$ cat src/hw/rtl/jsu_pkg.sv
// Shared types, codes and UTF-8 / escape helper functions for the JSON string unescaper.
`timescale 1ns / 1ps
`default_nettype none

package jsu_pkg;

  typedef enum logic [2:0] {
    KIND_BYTE       = 3'd0,
    KIND_CLOSED     = 3'd1,
    KIND_UNTERM_STR = 3'd2,
    KIND_UNTERM_ESC = 3'd3,
    KIND_TRUNC_HEX  = 3'd4,
    KIND_BAD_HEX    = 3'd5,
    KIND_UNK_ESC    = 3'd6
  } kind_t;

  typedef enum logic [3:0] {
    MODE_AWAIT   = 4'd0,
    MODE_BODY    = 4'd1,
    MODE_ESC     = 4'd2,
    MODE_HEX     = 4'd3,
    MODE_HIGH    = 4'd4,
    MODE_HIGH_BS = 4'd5,
    MODE_LOW_HEX = 4'd6
  } mode_t;

  localparam logic [7:0] CH_QUOTE  = 8'h22;
  localparam logic [7:0] CH_BSLASH = 8'h5C;
  localparam logic [7:0] CH_U      = 8'h75;

  localparam logic [20:0] SUPP_BASE = 21'h10000;

  // One decoded word group: up to two code points, one raw byte and one status code,
  // delivered in that order.
  typedef struct packed {
    logic        cp1_valid;
    logic [20:0] cp1;
    logic        cp2_valid;
    logic [15:0] cp2;
    logic        raw_valid;
    logic [7:0]  raw;
    logic        tail_valid;
    kind_t       tail;
  } cmd_t;

  // Hex digit decode: bit 4 is set when the character is a hex digit.
  function automatic logic [4:0] hex_digit(input logic [7:0] c);
    logic [4:0] r;
    r = 5'd0;
    case (c) inside
      [8'h30:8'h39]: r = {1'b1, c[3:0]};
      [8'h61:8'h66],
      [8'h41:8'h46]: r = {1'b1, c[3:0] + 4'd9};
      default:       r = 5'd0;
    endcase
    return r;
  endfunction

  // Simple escape map: bit 8 is set for a known single-byte escape.
  function automatic logic [8:0] esc_map(input logic [7:0] e);
    logic [8:0] r;
    r = 9'd0;
    case (e)
      8'h22:   r = {1'b1, 8'h22};
      8'h5C:   r = {1'b1, 8'h5C};
      8'h2F:   r = {1'b1, 8'h2F};
      8'h62:   r = {1'b1, 8'h08};
      8'h66:   r = {1'b1, 8'h0C};
      8'h6E:   r = {1'b1, 8'h0A};
      8'h72:   r = {1'b1, 8'h0D};
      8'h74:   r = {1'b1, 8'h09};
      default: r = 9'd0;
    endcase
    return r;
  endfunction

  function automatic logic is_high_surr(input logic [15:0] v);
    return (v >= 16'hD800) && (v <= 16'hDBFF);
  endfunction

  function automatic logic is_low_surr(input logic [15:0] v);
    return (v >= 16'hDC00) && (v <= 16'hDFFF);
  endfunction

  // Number of UTF-8 bytes minus one.
  function automatic logic [1:0] utf8_len_m1(input logic [20:0] cp);
    logic [1:0] r;
    if (cp <= 21'h7F) begin
      r = 2'd0;
    end else if (cp <= 21'h7FF) begin
      r = 2'd1;
    end else if (cp <= 21'hFFFF) begin
      r = 2'd2;
    end else begin
      r = 2'd3;
    end
    return r;
  endfunction

  function automatic logic [7:0] utf8_byte(input logic [20:0] cp, input logic [1:0] len_m1,
                                           input logic [1:0] idx);
    logic [7:0] r;
    r = 8'd0;
    case (len_m1)
      2'd0: r = cp[7:0];
      2'd1: r = (idx == 2'd0) ? {3'b110, cp[10:6]} : {2'b10, cp[5:0]};
      2'd2: begin
        case (idx)
          2'd0:    r = {4'b1110, cp[15:12]};
          2'd1:    r = {2'b10, cp[11:6]};
          default: r = {2'b10, cp[5:0]};
        endcase
      end
      default: begin
        case (idx)
          2'd0:    r = {5'b11110, cp[20:18]};
          2'd1:    r = {2'b10, cp[17:12]};
          2'd2:    r = {2'b10, cp[11:6]};
          default: r = {2'b10, cp[5:0]};
        endcase
      end
    endcase
    return r;
  endfunction

endpackage

`default_nettype wire

$ cat src/hw/rtl/jsu_cmd_fifo.sv
// Command queue between the front end and the byte sequencer.
`timescale 1ns / 1ps
`default_nettype none

module jsu_cmd_fifo import jsu_pkg::*; #(
  parameter int DEPTH = 4
) (
  input  wire logic clk,
  input  wire logic rst,
  input  wire logic push,
  input  cmd_t      push_data,
  output logic      full,
  input  wire logic pop,
  output cmd_t      pop_data,
  output logic      not_empty
);

  localparam int PTR_W = $clog2(DEPTH);
  localparam int CNT_W = $clog2(DEPTH + 1);

  cmd_t             store [DEPTH];
  logic [PTR_W-1:0] wr_ptr, rd_ptr;
  logic [CNT_W-1:0] count;
  logic             do_push, do_pop;

  assign full      = (count == CNT_W'(DEPTH));
  assign not_empty = (count != '0);
  assign do_push   = push && !full;
  assign do_pop    = pop && not_empty;
  assign pop_data  = store[rd_ptr];

  always_ff @(posedge clk) begin
    if (do_push) begin
      store[wr_ptr] <= push_data;
    end
  end

  always_ff @(posedge clk) begin
    if (rst) begin
      wr_ptr <= '0;
      rd_ptr <= '0;
      count  <= '0;
    end else begin
      if (do_push) begin
        wr_ptr <= (wr_ptr == PTR_W'(DEPTH - 1)) ? '0 : wr_ptr + PTR_W'(1);
      end
      if (do_pop) begin
        rd_ptr <= (rd_ptr == PTR_W'(DEPTH - 1)) ? '0 : rd_ptr + PTR_W'(1);
      end
      if (do_push && !do_pop) begin
        count <= count + CNT_W'(1);
      end else if (do_pop && !do_push) begin
        count <= count - CNT_W'(1);
      end
    end
  end

endmodule

`default_nettype wire

$ cat config.mk
export PLATFORM = sky130hd
export DESIGN_NAME = jsu_cmd_fifo
export DESIGN_NICKNAME = d
export VERILOG_FILES = /design/src/hw/rtl/jsu_pkg.sv /design/src/hw/rtl/jsu_cmd_fifo.sv
export SDC_FILE = /design/constraint.sdc
export NUM_CORES = 1
export LEC_CHECK = 0
export ABC_AREA = 1
export BUFFER_PORTS_ARGS = -buffer_cell sky130_fd_sc_hd__buf_2
export CAP_MARGIN = 20
export CORE_ASPECT_RATIO = 1.5
export CORE_MARGIN = 3
export CORE_UTILIZATION = 58
export CTS_CLUSTER_DIAMETER = 100
export CTS_CLUSTER_SIZE = 40
export DETAILED_ROUTE_END_ITERATION = 7
export GPL_ROUTABILITY_DRIVEN = 0
export PLACE_DENSITY = 0.8
export SYNTH_ARGS = -nofsm -noshare
export SYNTH_HDL_FRONTEND = slang
export SYNTH_SLANG_ARGS = --single-unit
$ cat constraint.sdc
create_clock -name clk -period 3.7 [get_ports clk]
set_input_delay 0.37 -clock clk [delete_from_list [all_inputs] [get_ports clk]]
set_output_delay 0.37 -clock clk [all_outputs]
set_load 0.05 [all_outputs]
; After elaboration in Yosys (flattened, before gate mapping)
; Memories as Yosys holds them, arrays and structs flattened. A register that Yosys moved wholly into a read port is not among the register bits.
; Cells that the tools add are included.
[totals]
reg_bits = 7
ramBits = 208
input_bits = 56
word_cells = 28
n_memories = 1
[classes]
n_addsub = 4
eq_ne = 3
mux = 8
reduce_logical = 9
[memory_table]
columns = memory, words, word_bits, read_ports, rd_clocked_by_memory_dff, wr, line_no
row1 = store, 4, 52, 1, 1, 1, jsu_cmd_fifo.sv:21  ; cmd_t store [DEPTH];
[ops]
columns = cell, count
row1 = $mux W2, 4
row2 = $mux W3, 2
row3 = $add A2 B1 Y2 const B, 2
row4 = $eq A2 B2 Y1 const B, 2
row5 = $logic_and A1 B1 Y1, 4
row6 = $add A3 B1 Y3 const B, 1
row7 = $eq A3 B3 Y1 const B, 1
row8 = $logic_not A1 Y1, 3
row9 = $reduce_bool A3 Y1, 1
row10 = $sub A3 B1 Y3 const B, 1
row11 = $mux W1, 2
row12 = $reduce_bool A2 Y1, 1

; Logic depth before layout (Yosys ltp)
[logic_depth]
depth_word = 7
depth_mapped = 13

; Worst setup path before layout
; Ideal clock, no wire load.
[synth_path]
path_type = reg-to-reg
start = reg count[0]
end = mem store[0][0] (netlist name), enable pin
setup_time_ps = 462
arrival_ps = 2885
required_time_ps = 3238
setup_slack_ps = 353
stages_incl_launch_ff = 5
synth_period_minus_slack_ps = 3347
cell_sequence = dfxtp_1 nor2_1 nand2_1 nand2_1 nor2_1
[synth_via]
elab_chain_len = 5
[synth_lines]
columns = element, line_no
row1 = "start, declared", jsu_cmd_fifo.sv:23  ; logic [CNT_W-1:0] count;
row2 = "start signal, assigned", jsu_cmd_fifo.sv:51  ; count <= count + CNT_W'(1);
row3 = "start signal, assigned", jsu_cmd_fifo.sv:53  ; count <= count - CNT_W'(1);
row4 = $eq A3 B3 Y1, jsu_cmd_fifo.sv:26  ; assign full = (count == CNT_W'(DEPTH));
row5 = $logic_not A1 Y1, jsu_cmd_fifo.sv:28  ; assign do_push = push && !full;
row6 = $logic_and A1 B1 Y1, jsu_cmd_fifo.sv:28
row7 = $mux W1, jsu_cmd_fifo.sv:33  ; if (do_push) begin
row8 = $mux W1 (not written as such), jsu_cmd_fifo.sv:34  ; store[wr_ptr] <= push_data;
row9 = "end, declared", jsu_cmd_fifo.sv:21
; Every way passes these cells.

==> impl_metrics.yaml <==
routing:
  first_pass_iters: 4
  ant_nets: 0
  vias: 4867
  viasPerCell: 5.62
  wirelength_mm: 16.0
  drt_iter0_drc: 363
  drc: 0
  routedWlPerCell_um: 18.4
synthesis:
  synthFlopType: "edfxtp_1"
  yosys-top-cells-area: "edfxtp_1 71%, o22ai_2 5.4%, o21ai_0 5.2%"
  synth_cell_types: 24
  synth.top_cell.area_share_pct: 71.3
  synthesis.area_um2: 8760
  ys_seq_elements: 217
  syn_nets: 635
  synth_cells: 572
  yosys.area.top_type: "edfxtp_1"
  synth-edff-count: 208
  synth_seq_area_share_pct: 73.4
  synth.yosys.warnings: 0
  syn_area_per_cell_um2: 15.3
  synthArstFlopShare_pct: 0
global_route:
  grt_pass1_wl_mm: 25.3
  antenna_found_initial: 2
  gr-usage-all-layers_pct: 19.3
  grt_start_max_net_pins: 55
  gr-total-overflow: 0
  grt_pass1_vias: 5062
timing:
  finalHoldViolCount: 0
  rsz0062_at_grt: "false"
  hold_slack_ns: 0.0628
  worst-slew-pin-transition_ns: 0.897
  fmax_mhz: 346
  maxSlewHeadroom_pct: 40.1
  period_minus_slack_ns: 2.89
  setup-tns-final_ns: 0
  skew_ns: 0.0302
  finalCritPeriodShare_pct: 78.2
  drv_slew: 0
  finalSetupViolations: 0
worst_setup_path:
  cpPeakStageDelay_ns: 0.72
  cp_top_family: "buffers and inverters"
  worstPathRequired_ns: 3.33
  cp.depth: 4
  crit_fanout: 54
  crit_arrival_ns: 2.52
  crit_path_end_kind: "output pin"
  rr_worst_depth: 9
  critPathLaunchType: "flip-flop"
  criticalPathCategory: "flip-flop to output pin"
  worst-path-buf-inv: 2
  critPathSlowestCell: "dfxtp_4"
  path_cells: "buf_4, o21ai_0, o22ai_1, buf_2"
cts:
  cts_root_buffer: "clkbuf_16"
  cts_buffers: 9
  worstSkewPairLatency_ns: 0.47
  postCtsSetupBuffers: 0
  cts_tree: "done"
  cts-hold-fix-buffers: 0
  ctsResizeCount: 0
  clockBufferDepth: 3
  numClockSinks: 217
  clkSlewWorstSetupHoldPaths_ns: 0.13
  cts-htree-levels: 1
power_and_ir_drop:
  p_leak_nw: 3.33
  pwr-share-clk_pct: 15.1
  powerDensity_nw_per_um2: 771
  p_switching_mw: 3.25
  seqPwrFrac_pct: 41.9
  cellInternalPower_mw: 4.22
  peakVddDrop_mv: 0.919
  p_comb_share_pct: 42.9
  switching_share_pct: 43.5
cells_and_area:
  layout.nets: 732
  syn_to_final_growth_pct: 10.7
  layout.cells.non_filler: 866
  drive_gt1_share_pct: 31.9
  design_area_um2: 9690
  num_antenna_cells: 0
  fin_util_pct: 66.1
  final_cell_mix: "208 x edfxtp_1, 109 x buf_2, 91 x o21ai_0, 75 x nor2_1, 42 x nor2_4"
  layout_commonest_cell: "edfxtp_1"
placed_design:
  placed_area_um2: 9430
  place_inst: 854
  dp_hpwl_mm: 9.57
  port_buffers: 109
floorplan:
  ioPinCount: 110
  rows: 54
  die_h_um: 156
  dieWidth_um: 106
  start_util_pct: 59.7
  coreArea_um2: 14700
  die_area_um2: 16600
status:
  status: "complete, no violations"
worst_hold_path:
  min_path_type: "input pin to flip-flop"
  hold_path_depth: 2
run:
  cap_violations: 0
cell usage after synthesis, types with 2 or more instances:
library cell / instances
ha_1: 6
nand3b_1: 2
o22ai_1: 14
a21oi_1: 3
inv_1: 15
nor2_4: 38
buf_2: 9
inv_2: 2
edfxtp_1: 208
buf_6: 3
nand2_1: 14
clkbuf_1: 14
dfxtp_1: 9
nor2_2: 2
o21ai_0: 91
o21ai_1: 14
buf_12: 5
nor2_1: 79
nand3_1: 2
o22ai_2: 38
metrics by stage:
step	total power [mW]	setup slack (ns)
floorplan	5.76	0.353
global placement	6.34	1.38
detailed placement	6.43	1.30
CTS	7.55	0.782
global route	7.83	0.628
finish	7.48	0.806
per-layer routing:
metal  part of all wire, %  global-route usage [%]  vias up
met5                  0.14                       0        -
li1                      -                       -     2307
met4                   1.7                    5.99        4
met3                   5.0                    3.30       23
met1                    38                    23.3     2426
met2                    55                    35.1      107
kinds of logic (layout without fill, tap and decap cells):
kind of cell | count (synthesis) | in the layout | share of synthesized area [%]
buffers and inverters | 49 | 147 | 3.46
flip-flops | 217 | 217 | 73.4
adder cells (fa/ha/maj) | 7 | 7 | 1.09
AND/OR/NAND/NOR | 138 | 138 | 9.37
XOR/XNOR | 1 | 1 | 0.100
AO/OA/AOI/OAI | 160 | 160 | 12.6
final cells by class:
cell class,instances,area [µm²]
inverters,17,68.8
flip-flops and latches,217,6430
multi-input cells,306,2060
fillers,1063,4970
clock buffers,11,233
repair buffers,118,626
well taps,196,245
clock inverters,1,30.0
flip-flops by register name, summed over array words and instances (netlist names), named ones only:
signal / cells
count: 3
rd_ptr: 2
store: 208
wr_ptr: 2
path summary, 6_finish.rpt:
check | start | to | slack [ns]
hold / removal | rst | count[0] | 0.06
setup reg to reg | count[1] | count[1] | 1.47
setup / recovery | flip-flop | pop_data[43] | 0.81
hold reg to reg | rd_ptr[1] | flip-flop | 0.53
power by group through the flow:
stage          registers, mW  clock network (mW)  logic (mW)
2_1_floorplan           3.14                   0        2.62
3_3_place_gp            3.18                   0        3.17
3_5_place_dp            3.19                   0        3.24
4_1_cts                 3.13                1.16        3.25
5_1_grt                 3.16                1.24        3.43
6_report                3.13                1.13        3.21
Note: power is estimated with default switching activity, not from simulation.
