## src/hw/rtl/jsu_pkg.sv

```systemverilog
// Shared types, codes and UTF-8 / escape helper functions for the JSON string unescaper.
`timescale 1ns / 1ps
`default_nettype none

package jsu_pkg;

  typedef enum logic [2:0] {
    KIND_BYTE       = 3'd0,
    KIND_CLOSED     = 3'd1,
    KIND_UNTERM_STR = 3'd2,
    KIND_UNTERM_ESC = 3'd3,
    KIND_TRUNC_HEX  = 3'd4,
    KIND_BAD_HEX    = 3'd5,
    KIND_UNK_ESC    = 3'd6
  } kind_t;

  typedef enum logic [3:0] {
    MODE_AWAIT   = 4'd0,
    MODE_BODY    = 4'd1,
    MODE_ESC     = 4'd2,
    MODE_HEX     = 4'd3,
    MODE_HIGH    = 4'd4,
    MODE_HIGH_BS = 4'd5,
    MODE_LOW_HEX = 4'd6
  } mode_t;

  localparam logic [7:0] CH_QUOTE  = 8'h22;
  localparam logic [7:0] CH_BSLASH = 8'h5C;
  localparam logic [7:0] CH_U      = 8'h75;

  localparam logic [20:0] SUPP_BASE = 21'h10000;

  // One decoded word group: up to two code points, one raw byte and one status code,
  // delivered in that order.
  typedef struct packed {
    logic        cp1_valid;
    logic [20:0] cp1;
    logic        cp2_valid;
    logic [15:0] cp2;
    logic        raw_valid;
    logic [7:0]  raw;
    logic        tail_valid;
    kind_t       tail;
  } cmd_t;

  // Hex digit decode: bit 4 is set when the character is a hex digit.
  function automatic logic [4:0] hex_digit(input logic [7:0] c);
    logic [4:0] r;
    r = 5'd0;
    case (c) inside
      [8'h30:8'h39]: r = {1'b1, c[3:0]};
      [8'h61:8'h66],
      [8'h41:8'h46]: r = {1'b1, c[3:0] + 4'd9};
      default:       r = 5'd0;
    endcase
    return r;
  endfunction

  // Simple escape map: bit 8 is set for a known single-byte escape.
  function automatic logic [8:0] esc_map(input logic [7:0] e);
    logic [8:0] r;
    r = 9'd0;
    case (e)
      8'h22:   r = {1'b1, 8'h22};
      8'h5C:   r = {1'b1, 8'h5C};
      8'h2F:   r = {1'b1, 8'h2F};
      8'h62:   r = {1'b1, 8'h08};
      8'h66:   r = {1'b1, 8'h0C};
      8'h6E:   r = {1'b1, 8'h0A};
      8'h72:   r = {1'b1, 8'h0D};
      8'h74:   r = {1'b1, 8'h09};
      default: r = 9'd0;
    endcase
    return r;
  endfunction

  function automatic logic is_high_surr(input logic [15:0] v);
    return (v >= 16'hD800) && (v <= 16'hDBFF);
  endfunction

  function automatic logic is_low_surr(input logic [15:0] v);
    return (v >= 16'hDC00) && (v <= 16'hDFFF);
  endfunction

  // Number of UTF-8 bytes minus one.
  function automatic logic [1:0] utf8_len_m1(input logic [20:0] cp);
    logic [1:0] r;
    if (cp <= 21'h7F) begin
      r = 2'd0;
    end else if (cp <= 21'h7FF) begin
      r = 2'd1;
    end else if (cp <= 21'hFFFF) begin
      r = 2'd2;
    end else begin
      r = 2'd3;
    end
    return r;
  endfunction

  function automatic logic [7:0] utf8_byte(input logic [20:0] cp, input logic [1:0] len_m1,
                                           input logic [1:0] idx);
    logic [7:0] r;
    r = 8'd0;
    case (len_m1)
      2'd0: r = cp[7:0];
      2'd1: r = (idx == 2'd0) ? {3'b110, cp[10:6]} : {2'b10, cp[5:0]};
      2'd2: begin
        case (idx)
          2'd0:    r = {4'b1110, cp[15:12]};
          2'd1:    r = {2'b10, cp[11:6]};
          default: r = {2'b10, cp[5:0]};
        endcase
      end
      default: begin
        case (idx)
          2'd0:    r = {5'b11110, cp[20:18]};
          2'd1:    r = {2'b10, cp[17:12]};
          2'd2:    r = {2'b10, cp[11:6]};
          default: r = {2'b10, cp[5:0]};
        endcase
      end
    endcase
    return r;
  endfunction

endpackage

`default_nettype wire

```

## src/hw/rtl/jsu_in_if.sv

```systemverilog
// Input channel interface: one text byte or an end-of-text mark per word.
`timescale 1ns / 1ps
`default_nettype none

interface jsu_in_if;
  logic       valid;
  logic       ready;
  logic [7:0] in_byte;
  logic       text_end;

  modport source (output valid, output in_byte, output text_end, input ready);
  modport sink   (input valid, input in_byte, input text_end, output ready);
endinterface

`default_nettype wire

```

## src/hw/rtl/jsu_front.sv

```systemverilog
// Front end: escape and surrogate state machine that turns text bytes into commands; some bytes yield none.
`timescale 1ns / 1ps
`default_nettype none

module jsu_front import jsu_pkg::*; (
  input  wire logic clk,
  input  wire logic rst,
  jsu_in_if.sink    in_ch,
  input  wire logic q_full,
  output logic      push,
  output cmd_t      cmd
);

  mode_t       mode, mode_next;
  logic [15:0] hex_value, hex_value_next;
  logic [1:0]  hex_count, hex_count_next;
  logic [15:0] pending_high, pending_high_next;

  logic        fire;
  logic [7:0]  b;
  logic        text_end;
  logic [4:0]  hd;
  logic [8:0]  em;
  logic [15:0] hex_new;

  assign in_ch.ready = !q_full;
  assign fire        = in_ch.valid && !q_full;
  assign b           = in_ch.in_byte;
  assign text_end    = in_ch.text_end;
  assign hd          = hex_digit(b);
  assign em          = esc_map(b);
  assign hex_new     = {hex_value[11:0], hd[3:0]};

  always_ff @(posedge clk) begin
    if (rst) begin
      mode         <= MODE_AWAIT;
      hex_value    <= 16'd0;
      hex_count    <= 2'd0;
      pending_high <= 16'd0;
    end else if (fire) begin
      mode         <= mode_next;
      hex_value    <= hex_value_next;
      hex_count    <= hex_count_next;
      pending_high <= pending_high_next;
    end
  end

  always_comb begin
    cmd               = '0;
    cmd.tail          = KIND_BYTE;
    mode_next         = mode;
    hex_value_next    = hex_value;
    hex_count_next    = hex_count;
    pending_high_next = pending_high;

    case (mode)
      MODE_BODY: begin
        if (text_end) begin
          cmd.tail_valid = 1'b1;
          cmd.tail       = KIND_UNTERM_STR;
          mode_next      = MODE_AWAIT;
        end else if (b == CH_QUOTE) begin
          cmd.tail_valid = 1'b1;
          cmd.tail       = KIND_CLOSED;
          mode_next      = MODE_AWAIT;
        end else if (b == CH_BSLASH) begin
          mode_next = MODE_ESC;
        end else begin
          cmd.raw_valid = 1'b1;
          cmd.raw       = b;
        end
      end

      MODE_ESC: begin
        if (text_end) begin
          cmd.tail_valid = 1'b1;
          cmd.tail       = KIND_UNTERM_ESC;
          mode_next      = MODE_AWAIT;
        end else if (b == CH_U) begin
          mode_next      = MODE_HEX;
          hex_value_next = 16'd0;
          hex_count_next = 2'd0;
        end else if (em[8]) begin
          cmd.raw_valid = 1'b1;
          cmd.raw       = em[7:0];
          mode_next     = MODE_BODY;
        end else begin
          cmd.tail_valid = 1'b1;
          cmd.tail       = KIND_UNK_ESC;
          mode_next      = MODE_AWAIT;
        end
      end

      MODE_HEX: begin
        if (text_end) begin
          cmd.tail_valid = 1'b1;
          cmd.tail       = KIND_TRUNC_HEX;
          mode_next      = MODE_AWAIT;
        end else if (!hd[4]) begin
          cmd.tail_valid = 1'b1;
          cmd.tail       = KIND_BAD_HEX;
          mode_next      = MODE_AWAIT;
        end else begin
          hex_value_next = hex_new;
          if (hex_count == 2'd3) begin
            hex_count_next = 2'd0;
            if (is_high_surr(hex_new)) begin
              pending_high_next = hex_new;
              mode_next         = MODE_HIGH;
            end else begin
              cmd.cp1_valid = 1'b1;
              cmd.cp1       = {5'd0, hex_new};
              mode_next     = MODE_BODY;
            end
          end else begin
            hex_count_next = hex_count + 2'd1;
          end
        end
      end

      MODE_HIGH: begin
        cmd.cp1_valid = 1'b1;
        cmd.cp1       = {5'd0, pending_high};
        if (text_end) begin
          cmd.tail_valid = 1'b1;
          cmd.tail       = KIND_UNTERM_STR;
          mode_next      = MODE_AWAIT;
        end else if (b == CH_BSLASH) begin
          // Hold the high surrogate back until the next escape shows whether it pairs.
          cmd.cp1_valid = 1'b0;
          mode_next     = MODE_HIGH_BS;
        end else if (b == CH_QUOTE) begin
          cmd.tail_valid = 1'b1;
          cmd.tail       = KIND_CLOSED;
          mode_next      = MODE_AWAIT;
        end else begin
          cmd.raw_valid = 1'b1;
          cmd.raw       = b;
          mode_next     = MODE_BODY;
        end
      end

      MODE_HIGH_BS: begin
        if (!text_end && (b == CH_U)) begin
          mode_next      = MODE_LOW_HEX;
          hex_value_next = 16'd0;
          hex_count_next = 2'd0;
        end else begin
          cmd.cp1_valid = 1'b1;
          cmd.cp1       = {5'd0, pending_high};
          if (text_end) begin
            cmd.tail_valid = 1'b1;
            cmd.tail       = KIND_UNTERM_ESC;
            mode_next      = MODE_AWAIT;
          end else if (em[8]) begin
            cmd.raw_valid = 1'b1;
            cmd.raw       = em[7:0];
            mode_next     = MODE_BODY;
          end else begin
            cmd.tail_valid = 1'b1;
            cmd.tail       = KIND_UNK_ESC;
            mode_next      = MODE_AWAIT;
          end
        end
      end

      MODE_LOW_HEX: begin
        if (text_end) begin
          cmd.tail_valid = 1'b1;
          cmd.tail       = KIND_TRUNC_HEX;
          mode_next      = MODE_AWAIT;
        end else if (!hd[4]) begin
          cmd.tail_valid = 1'b1;
          cmd.tail       = KIND_BAD_HEX;
          mode_next      = MODE_AWAIT;
        end else begin
          hex_value_next = hex_new;
          if (hex_count == 2'd3) begin
            hex_count_next = 2'd0;
            cmd.cp1_valid  = 1'b1;
            if (is_low_surr(hex_new)) begin
              cmd.cp1   = SUPP_BASE + {1'b0, pending_high[9:0], hex_new[9:0]};
              mode_next = MODE_BODY;
            end else begin
              cmd.cp1 = {5'd0, pending_high};
              if (is_high_surr(hex_new)) begin
                pending_high_next = hex_new;
                mode_next         = MODE_HIGH;
              end else begin
                cmd.cp2_valid = 1'b1;
                cmd.cp2       = hex_new;
                mode_next     = MODE_BODY;
              end
            end
          end else begin
            hex_count_next = hex_count + 2'd1;
          end
        end
      end

      default: begin
        // Awaiting a string: the first byte is its opening quote, taken unchecked.
        if (text_end) begin
          cmd.tail_valid = 1'b1;
          cmd.tail       = KIND_UNTERM_STR;
          mode_next      = MODE_AWAIT;
        end else begin
          mode_next = MODE_BODY;
        end
      end
    endcase

    push = fire && (cmd.cp1_valid || cmd.cp2_valid || cmd.raw_valid || cmd.tail_valid);
  end

endmodule

`default_nettype wire

```

## src/flat_wrapper.sv

```systemverilog
// flat-port wrapper written by rule: the top's interface ports become plain ports
module jsu_front_flat import jsu_pkg::*;
  (clk, rst, q_full, push, cmd, in_ch_valid, in_ch_in_byte, in_ch_text_end, in_ch_ready);
  jsu_in_if in_ch_i ();
  input  wire logic clk;
  input  wire logic rst;
  input  wire logic q_full;
  output logic push;
  output cmd_t cmd;
  input wire logic [$bits(in_ch_i.valid)-1:0] in_ch_valid;
  input wire logic [$bits(in_ch_i.in_byte)-1:0] in_ch_in_byte;
  input wire logic [$bits(in_ch_i.text_end)-1:0] in_ch_text_end;
  output wire logic [$bits(in_ch_i.ready)-1:0] in_ch_ready;
  assign in_ch_i.valid = in_ch_valid;
  assign in_ch_i.in_byte = in_ch_in_byte;
  assign in_ch_i.text_end = in_ch_text_end;
  assign in_ch_ready = in_ch_i.ready;
  jsu_front u_core (.clk(clk), .rst(rst), .in_ch(in_ch_i), .q_full(q_full), .push(push), .cmd(cmd));
endmodule
```

## config.mk

```make
export PLATFORM = sky130hd
export DESIGN_NAME = jsu_front_flat
export DESIGN_NICKNAME = d
export VERILOG_FILES = /design/src/hw/rtl/jsu_pkg.sv /design/src/hw/rtl/jsu_in_if.sv /design/src/hw/rtl/jsu_front.sv /design/src/flat_wrapper.sv
export SDC_FILE = /design/constraint.sdc
export NUM_CORES = 1
export LEC_CHECK = 0
export ABC_AREA = 1
export BUFFER_PORTS_ARGS = -buffer_cell sky130_fd_sc_hd__buf_2
export CAP_MARGIN = 10
export CORE_MARGIN = 2
export CORE_UTILIZATION = 35
export CTS_CLUSTER_SIZE = 40
export DETAILED_ROUTE_END_ITERATION = 10
export PLACE_DENSITY = 0.62
export SLEW_MARGIN = 40
export SYNTH_ARGS = -nofsm -noshare
export SYNTH_HDL_FRONTEND = slang
export SYNTH_SLANG_ARGS = --single-unit
```

## constraint.sdc

```tcl
create_clock -name clk -period 4.8 [get_ports clk]
set_input_delay 0.96 -clock clk [delete_from_list [all_inputs] [get_ports clk]]
set_output_delay 0.96 -clock clk [all_outputs]
set_load 0.03 [all_outputs]
```

* After elaboration in Yosys (flattened, before gate mapping) *
Cells that the tools add are included.

storage, ports and cells
  register bits = 34
  logic and storage cells = 151
  input port bits = 13
  output and inout port bits = 54

operators by class
  eq/ne operators = 31
  $add $sub $neg = 3
  $lt $le $gt $ge = 10
  reduce and logical (&&, ||, !) cells = 20
  multiplexer cells = 83

operators by type and width
  cell                                                               number
  two-way mux 16 bit                                                 8
  two-way mux 39 bit                                                 3
  two-way mux 22 bit                                                 5
  two-way mux 4 bit                                                  22
  case mux 22 bit (4 select lines)                                   1
  two-way mux 9 bit                                                  8
  case mux 9 bit (8 select lines)                                    1
  two-way mux 12 bit                                                 5
  equality test 8 x 7 -> 1 bit, second input constant                7
  two-way mux 17 bit                                                 3
  two-way mux 13 bit                                                 3
  case mux 12 bit (3 select lines)                                   1
  case mux 9 bit (4 select lines)                                    1
  greater-or-equal comparator 16 bit, second input constant          2
  less-or-equal comparator 16 bit, second input constant             2
  case mux 16 bit (2 select lines)                                   1
  case mux 4 bit (6 select lines)                                    1
  adder 17 x 20 -> 21 bit, first input constant                      1
  two-way mux 21 bit                                                 1
  case mux 4 bit (5 select lines)                                    1
  equality test 8 x 6 -> 1 bit, second input constant                2
  greater-or-equal comparator 8 x 7 -> 1 bit, second input constant  2
  less-or-equal comparator 8 x 7 -> 1 bit, second input constant     2
  != test 2 x 1 -> 1 bit, second input constant                      7
  25 further kinds                                                   57

* Depth between registers and ports, before layout *
Gate-level depths: netlist of run 1.

  word-level depth = 17
  gate-level depth with buffers = 15
  mapped depth without buffers = 15

* Worst setup path before layout of run 1 *
No wires, ideal clock.

  kind = input -> output
  start point = input in_ch_in_byte[0]
  end point = output cmd[48] in the netlist's numbering
  cell stages on the path = 10
  data arrival time = 2.973 ns
  data required time = 3.840 ns
  buffers on the path = 0
  setup slack = 0.867 ns
  path through = inv_1 -> ha_1 -> inv_1 -> nand3_1 -> nand4_1 -> nand3_4 -> nand3_2 -> nor2_1 -> inv_2 -> nor3b_1

RTL lines
  element             RTL line            source
  start: declaration  flat_wrapper.sv:11  input wire logic [$bits(in_ch_i.in_byte)-1:0] in_ch_in_byte;
  end: declaration    flat_wrapper.sv:9   output cmd_t cmd;

==> results of run 1 <==
## worst min path at each step
stage,from,end,slack (ns),cells after the start
after global placement,u_core.pending_high[14]$_SDFFE_PP0P_,u_core.pending_high[14]$_SDFFE_PP0P_,0.45,2
after detailed placement,u_core.pending_high[12]$_SDFFE_PP0P_,u_core.pending_high[12]$_SDFFE_PP0P_,0.45,2
after CTS,u_core.pending_high[12]$_SDFFE_PP0P_,u_core.pending_high[12]$_SDFFE_PP0P_,0.46,2
after global routing,u_core.pending_high[13]$_SDFFE_PP0P_,u_core.pending_high[13]$_SDFFE_PP0P_,0.49,2
final,u_core.pending_high[12]$_SDFFE_PP0P_,u_core.pending_high[12]$_SDFFE_PP0P_,0.46,2
after floorplan,u_core.pending_high[12]$_SDFFE_PP0P_,u_core.pending_high[12]$_SDFFE_PP0P_,0.43,2
## critical path, delay by kind of cell
family	cells	cell delay, ns
adders and majority gates	1	0.24
buffers and inverters	5	0.69
and+or+nand+nor	6	1.37
## power by group
part / total [W] / internal, W / leakage, nW / switching (W)
Sequential: 0.000275 / 0.000274 / 0.266 / 0.000000712
Combinational: 0.0000865 / 0.0000234 / 1.47 / 0.0000630
Clock: 0.000275 / 0.000169 / 0.0585 / 0.000105
Total: 0.000636 / 0.000467 / 1.80 / 0.000169
## area by class of cell
type                            instances  area, µm²  area share (%)
Clock buffer                            7       86.3            2.48
Clock inverter                          1       30.0           0.862
Inverter                               87        329            9.45
Multi-Input combinational cell        377       1900            54.6
Sequential cell                        33        661            19.0
Tap cell                              105        131            3.77
Timing Repair Buffer                   68        345            9.91
## cells in the mapped netlist, types with 2 or more instances
cell and n:
nand2_2 6, dfxtp_1 33, nor2_1 74, o21bai_1 2, xor2_1 3, o211ai_1 3
buf_6 2, ha_1 6, inv_1 80, o32ai_1 2, nor2_2 3, nand2_1 123
o21ai_0 34, nand3_1 37, inv_2 5, nor3b_1 2, a21oi_1 39, nand3_2 2
nand4_1 7, nand3_4 2, o22ai_1 2, nor3_1 8, nor2_4 10, buf_2 4
clkbuf_1 8
## sequential cells by signal (all words and copies together) (netlist names)
signal	cells
u_core.hex_value	12
u_core.hex_count	2
u_core.mode	3
u_core.pending_high	16
## stage by stage
| stage | cell area [µm²] | power (W) | instances | setup slack (ns) | hold slack, ns |
|---|---|---|---|---|---|
| floorplan | 2950 | 0.000338 | 511 | 0.867 | 0.427 |
| global placement | 3360 | 0.000368 | 670 | 0.673 | 0.448 |
| detailed placement | 3360 | 0.000366 | 670 | 0.602 | 0.453 |
| CTS | 3480 | 0.000640 | 678 | 0.600 | 0.465 |
| global route | 3480 | 0.000660 | 678 | 0.259 | 0.490 |
| finish | 3480 | 0.000636 | 678 | 0.563 | 0.462 |
## routing by layer
layer  up-vias  track usage [%]  wire (µm)
li1       1749                -          -
met1      1628             28.7       4430
met2       120             32.9       4160
met3        14             3.68        635
met4         0             3.93        110
met5         -                0          0
## layout by cell type (no fill, tap or decap), types with 7 or more instances in the layout
master | netlist | layout
nand3_1 | 37 | 37
buf_2 | 4 | 66
a21oi_1 | 39 | 39
nand2_1 | 123 | 123
nand4_1 | 7 | 7
nor2_1 | 74 | 74
o21ai_0 | 34 | 34
dfxtp_1 | 33 | 33
inv_1 | 80 | 80
nor2_4 | 10 | 10
## logic make-up (layout without fill, tap and decap cells)
logic type / count (synthesis) / count (layout) / synth area share, %
AND/OR/NAND/NOR: 279 / 279 / 43.6
buffers and inverters: 101 / 163 / 13.6
AO/OA/AOI/OAI: 89 / 89 / 16.9
flip-flops: 33 / 33 / 22.4
adder cells (fa/ha/maj): 6 / 6 / 2.54
XOR/XNOR: 3 / 3 / 0.890
==> impl_metrics.tcl, run 1 <==
set metrics [dict create \
    antenna_found_initial 0 \
    firstDrtPassIters 5 \
    synth_fp_nets 530 \
    core_area_um2 8220 \
    cp_slowest_cell "nor2_1" \
    synth_cells 511 \
    synth_cell_types 39 \
    rr_startpoint "u_core.mode[0]$_SDFFE_PP0P_" \
    cap_violations 0 \
    synthArstFlopShare_pct 0 \
    die_area_um2 9190 \
    drt_iter0_markers 228 \
    r2r_slack_ns 2.22 \
    area_delta_synth_final_pct 18.0 \
    maxSlewHeadroom_pct 51.0 \
    cp.required_ns 3.84 \
    hold_buffers 0 \
    crit_path_end_kind "output pin" \
    arrival_ns 3.28 \
    port_buffers 66 \
    rsz0062_at_grt "false" \
    routed_wl_mm 9.34 \
    dp_hpwl_mm 7.26 \
    max_stage_delay_ns 0.32 \
    max_freq_mhz 236 \
    finalSetupViolCount 0 \
    synth_edf_count 0 \
    grt_util_all_layers_pct 20.5 \
    cts_tree "done" \
    syn_area_per_cell_um2 5.78 \
    crit_type "in -> out" \
    crit_path_start_kind "input port" \
    n_fill_cell 898 \
    run_status "finished, final reports clean" \
    synth_area_um2 2950 \
    grt_pass1_wl_mm 14.8 \
    post_cts_buffers 0 \
    h-tree-depth 2 \
    initial_utilization_pct 35.9 \
    synth_area_leader_cell "dfxtp_1" \
    die_w_um 95.9 \
    cts-resized-gates 0 \
    slew_viol_final 0 \
    antenna_left 0 \
    r2r_cells 10 \
    period_share_pct 88.3 \
    synth_ff_type "dfxtp_1" \
    synthTopCellsByArea "dfxtp_1 22%, nand2_1 16%, inv_1 10%, nor2_1 9.4%, a21oi_1 6.6%" \
    cp-endpoint "cmd[48]" \
    nets 591 \
    grt_max_degree 26 \
    via_per_inst 5.18 \
    cts_root_buf "clkbuf_8" \
    yosys_warnings 0 \
    n_antenna_cell 0 \
    r2r-end "u_core.hex_value[0]$_SDFFE_PP0P_" \
    die_h_um 95.9 \
    startpoint "in_ch_in_byte[0]" \
    yosysSeqAreaShare_pct 22.4 \
    rows 33 \
    overflow 0 \
    fin_worst_skew_ns 0.0103 \
    gp_congestion 0.943 \
    min_path_type "reg -> reg" \
    grt_pass1_vias 3126 \
    cts_buffers 5 \
    wl_per_cell_um 13.8 \
    irDropWorstVdd_mv 0.157 \
    clk_pin_slew_worst_paths_ns 0.07 \
    drc 0 \
    synth_seq_cells 33 \
    clock_path_buffers 2 \
    final_util_pct 42.4 \
    clock_sinks 33 \
    clock_latency_ns 0.29 \
    critPathMaxFanout 13 \
    drive_above_1_share_pct 19.2 \
    p_leak_nw 1.80 \
    vias 3511 \
    powerDensity_nw_per_um2 183 \
    io_pins 67 \
    synth_top_cell_area_share_pct 22.4 \
    worst_pin_slew_ns 0.733 \
    period_needed_ns 4.24 \
    final_hold_viol_count 0 \
    setup_tns_ns 0 \
    path_cells "buf_2, inv_1, ha_1, inv_1, nand3_1, nand4_1, nand3_4, nand3_2, nor2_1, inv_2, nor3b_1, buf_2" \
]
No activity file was read; power rests on OpenSTA's default activity.
==> run 2: changes to the inputs <==
Settings changed: CTS_BUF_LIST set to sky130_fd_sc_hd__clkbuf_2 sky130_fd_sc_hd__clkbuf_4 sky130_fd_sc_hd__clkbuf_8.
==> impl_metrics.tcl, run 2 (synthesized netlist as in run 1, its figures left out) <==
set metrics [dict create \
    run_status "finished, final reports clean" \
    max_freq_mhz 236 \
    arrival_ns 3.28 \
    p_leak_nw 1.80 \
    rr_startpoint "u_core.mode[0]$_SDFFE_PP0P_" \
    largest_register_ffs 16 \
    slew_viol_final 0 \
    initial_utilization_pct 35.9 \
    crit_path_end_kind "output pin" \
    cts_buffers 5 \
    grt_max_degree 26 \
    cp-endpoint "cmd[48]" \
    period_share_pct 88.3 \
    hold_buffers 0 \
    clock_path_buffers 2 \
    final_cell_mix "123 x nand2_1, 80 x inv_1, 74 x nor2_1" \
    clk_pin_slew_worst_paths_ns 0.07 \
    cp.required_ns 3.84 \
    critPathMaxFanout 13 \
    antenna_found_initial 0 \
    post_cts_buffers 0 \
    worst_pin_slew_ns 0.732 \
    fin_worst_skew_ns 0.0104 \
    die_area_um2 9190 \
    grt_util_all_layers_pct 20.5 \
    clock_latency_ns 0.29 \
    irDropWorstVdd_mv 0.157 \
    drc 0 \
    cp_num_buf_inv 5 \
    io_pins 67 \
    drt_iter0_markers 228 \
    vias 3517 \
    post-place-cells 670 \
    r2r-end "u_core.hex_value[0]$_SDFFE_PP0P_" \
    path_delay_family "simple AND/OR/NAND/NOR gates" \
    max_stage_delay_ns 0.33 \
    crit_path_start_kind "input port" \
    setup_tns_ns 0 \
    clock_sinks 33 \
    grt_pass1_vias 3126 \
    die_h_um 95.9 \
    final_util_pct 42.4 \
    period_needed_ns 4.24 \
    cp_slowest_cell "nor2_1" \
    grt_pass1_wl_mm 14.8 \
    min_path_type "reg -> reg" \
    via_per_inst 5.19 \
    setup_slack_ns 0.563 \
    top_regs "u_core.pending_high: 16 flops, u_core.hex_value: 12 flops, u_core.mode: 3 flops" \
    final_hold_viol_count 0 \
    final_common_cell "nand2_1" \
    routed_wl_mm 9.33 \
    firstDrtPassIters 5 \
    stdcell_count 678 \
    overflow 0 \
    core_area_um2 8220 \
    dp_hpwl_mm 7.26 \
    cap_violations 0 \
    powerDensity_nw_per_um2 184 \
    antenna_left 0 \
    r2r_cells 10 \
    rows 33 \
    die_w_um 95.9 \
    crit_cells 12 \
    startpoint "in_ch_in_byte[0]" \
    regMostFlops "u_core.pending_high" \
    finalSetupViolCount 0 \
    area_delta_synth_final_pct 18.1 \
    cts_root_buf "clkbuf_8" \
    r2r_slack_ns 2.22 \
    pre_cts_ws_ns 0.602 \
    drive_above_1_share_pct 19.4 \
    cts-resized-gates 0 \
    port_buffers 66 \
    h-tree-depth 2 \
    path_cells "buf_2, inv_1, ha_1, inv_1, nand3_1, nand4_1, nand3_4, nand3_2, nor2_1, inv_2, nor3b_1, buf_2" \
    nets 591 \
    wl_per_cell_um 13.8 \
    gp_congestion 0.943 \
    cts_tree "done" \
    n_antenna_cell 0 \
    maxSlewHeadroom_pct 51.1 \
    rsz0062_at_grt "false" \
    crit_type "in -> out" \
]
run 2: cell counts in the layout (fill, tap and decap cells not counted):
No cell type changed its count.
run 2: per-layer routing:
layer  track usage, %  wire (µm)  vias up
li1                 -          -     1751
met1             28.7       4410     1628
met2             32.9       4160      124
met3             3.68        652       14
met4             3.93        110        0
met5                0          0        -
run 2: per-stage QoR:
step / instance area (µm²) / power [W] / hold slack (ns)
2_1_floorplan: 2950 / 0.000338 / 0.427
3_3_place_gp: 3360 / 0.000368 / 0.448
3_5_place_dp: 3360 / 0.000366 / 0.453
4_1_cts: 3480 / 0.000645 / 0.465
5_1_grt: 3490 / 0.000665 / 0.490
6_report: 3490 / 0.000642 / 0.462
run 2: power breakdown:
part / leakage, nW / internal [W] / switching (W)
combinational: 1.47 / 0.0000234 / 0.0000630
sequential: 0.266 / 0.000274 / 0.000000712
clock: 0.0619 / 0.000175 / 0.000105
run 2: worst min path at each step:
stage                                                     from  cells after the start                              endpoint  slack [ns]
after global routing      u_core.pending_high[13]$_SDFFE_PP0P_                      2  u_core.pending_high[13]$_SDFFE_PP0P_        0.49
after detailed placement  u_core.pending_high[12]$_SDFFE_PP0P_                      2  u_core.pending_high[12]$_SDFFE_PP0P_        0.45
final                     u_core.pending_high[12]$_SDFFE_PP0P_                      2  u_core.pending_high[12]$_SDFFE_PP0P_        0.46
after CTS                 u_core.pending_high[12]$_SDFFE_PP0P_                      2  u_core.pending_high[12]$_SDFFE_PP0P_        0.46
after global placement    u_core.pending_high[14]$_SDFFE_PP0P_                      2  u_core.pending_high[14]$_SDFFE_PP0P_        0.45
after floorplan           u_core.pending_high[12]$_SDFFE_PP0P_                      2  u_core.pending_high[12]$_SDFFE_PP0P_        0.43
run 2: worst reg2reg max path: stages, from the launching register on:
cell and delay (ns):
dfxtp_1 0.42, inv_1 0.08, nand3_1 0.14, nand2_2 0.17, inv_1 0.44, nor2_1 0.10
nor3_1 0.22, nand2_1 0.46, inv_1 0.25, nand3_1 0.10, a21oi_1 0.13
run 2: area by class of cell:
type,instances,area [µm²]
Tap cell,105,131
Clock buffer,7,90.1
Fill cell,897,4730
Sequential cell,33,661
Timing Repair Buffer,68,345
Inverter,87,329
Multi-Input combinational cell,377,1900
Clock inverter,1,30.0
==> run 3: changes to the inputs <==
Settings changed: PLACE_DENSITY 0.62 to 0.67, TNS_END_PERCENT set to 100.
==> impl_metrics.tcl, run 3 (synthesized netlist as in run 1, its figures left out) <==
set metrics [dict create \
    run_status "finished, final reports clean" \
    hold_ws_ns 0.455 \
    fin_worst_skew_ns 0.00742 \
    drc 0 \
    dp_hpwl_mm 7.05 \
    drive_above_1_share_pct 19.2 \
    post_cts_buffers 0 \
    worst_pin_slew_ns 0.766 \
    antenna_found_initial 0 \
    grt_pass1_wl_mm 14.6 \
    p_leak_nw 1.79 \
    arrival_ns 3.30 \
    rsz0062_at_grt "false" \
    power_w 0.000639 \
    die_area_um2 9190 \
    wl_per_cell_um 13.4 \
    grt_pass1_vias 3047 \
    period_needed_ns 4.26 \
    core_area_um2 8220 \
    n_fill_cell 896 \
    slew_viol_final 0 \
    vias 3415 \
    rows 33 \
    stdcell_count 677 \
    clk_pin_slew_worst_paths_ns 0.06 \
    crit_type "in -> out" \
    port_buffers 66 \
    irDropWorstVdd_mv 0.130 \
    routed_wl_mm 9.05 \
    n_antenna_cell 0 \
    cts_tree "done" \
    cts_buffers 5 \
    clock_latency_ns 0.29 \
    final_common_cell "nand2_1" \
    grt_util_all_layers_pct 20.3 \
    antenna_left 0 \
    drt_iter0_markers 236 \
    largest_register_ffs 16 \
    period_share_pct 88.8 \
    crit_path_start_kind "input port" \
    via_per_inst 5.04 \
    cap_violations 0 \
    min_path_type "reg -> reg" \
    powerDensity_nw_per_um2 184 \
    nets 590 \
    crit_path_end_kind "output pin" \
    max_freq_mhz 235 \
    firstDrtPassIters 5 \
    grt_max_degree 26 \
    regMostFlops "u_core.pending_high" \
    maxSlewHeadroom_pct 48.8 \
    die_h_um 95.9 \
    post-place-cells 669 \
    die_w_um 95.9 \
    area_delta_synth_final_pct 17.8 \
    cts_root_buf "clkbuf_8" \
    final_cell_mix "123 x nand2_1, 80 x inv_1, 74 x nor2_1" \
    io_pins 67 \
    setup_tns_ns 0 \
    initial_utilization_pct 35.9 \
    h-tree-depth 2 \
    critPathMaxFanout 13 \
    hold_buffers 0 \
    final_hold_viol_count 0 \
    gp_congestion 0.939 \
    clock_path_buffers 2 \
    top_regs "u_core.pending_high: 16 flops, u_core.hex_value: 12 flops, u_core.mode: 3 flops" \
    cp.required_ns 3.84 \
    finalSetupViolCount 0 \
    overflow 0 \
    cts-resized-gates 0 \
    clock_sinks 33 \
]
==> run 3: cell count changes in the layout (fill, tap and decap cells not counted), sizes merged <==
cell	change
buf	-1
==> run 3: where the power goes <==
part | internal (W) | total (W) | switching, W
combinational | 0.0000228 | 0.0000847 | 0.0000619
clock | 0.000175 | 0.000280 | 0.000105
sequential | 0.000274 | 0.000275 | 0.000000765
total | 0.000472 | 0.000639 | 0.000167
==> run 3: path summary, 6_finish.rpt <==
kind	slack, ns	cells after the start	endpoint	startpoint
worst min-delay path	0.45	2	u_core.pending_high[12]$_SDFFE_PP0P_	u_core.pending_high[12]$_SDFFE_PP0P_
worst max-delay path	0.54	14	cmd[30]	in_ch_in_byte[0]
worst min register to register	0.45	2	u_core.pending_high[12]$_SDFFE_PP0P_	u_core.pending_high[12]$_SDFFE_PP0P_
worst max register to register	2.17	9	u_core.hex_value[5]$_SDFFE_PP0P_	u_core.mode[0]$_SDFFE_PP0P_
==> run 3: layout make-up <==
cell class                 count  area, µm²  share of cell area [%]
clock buffer                   7       90.1                    2.59
clock inverter                 1       30.0                   0.863
inverter                      87        329                    9.46
multi-input combinational    377       1900                    54.6
sequential                    33        661                    19.0
tap                          105        131                    3.78
timing repair buffer          67        338                    9.71
==> run 3: worst max-delay path: stages <==
cell and delay (ns):
buf_2 0.12, inv_1 0.16, ha_1 0.24, inv_1 0.08, nand3_1 0.07, nand4_1 0.25, nand3_4 0.26, nand3_2 0.28
nor2_1 0.32, inv_2 0.10, nand2_1 0.11, nand2_1 0.06, nand2_1 0.09, buf_2 0.19
==> run 3: routing by layer <==
layer	GRT usage, %	up-vias	wire length (µm)
li1	-	1745	-
met1	27.8	1538	4240
met2	32.4	111	4120
met3	3.37	21	474
met4	6.43	0	211
met5	0	-	0
==> run 3: stage by stage <==
stage,setup slack (ns),area [µm²],util [%]
after global routing,0.218,3480,42.3
after floorplan,0.867,2950,-
final,0.539,3480,42.3
after detailed placement,0.533,3350,40.8
after global placement,0.670,3350,40.8
after CTS,0.556,3470,42.3
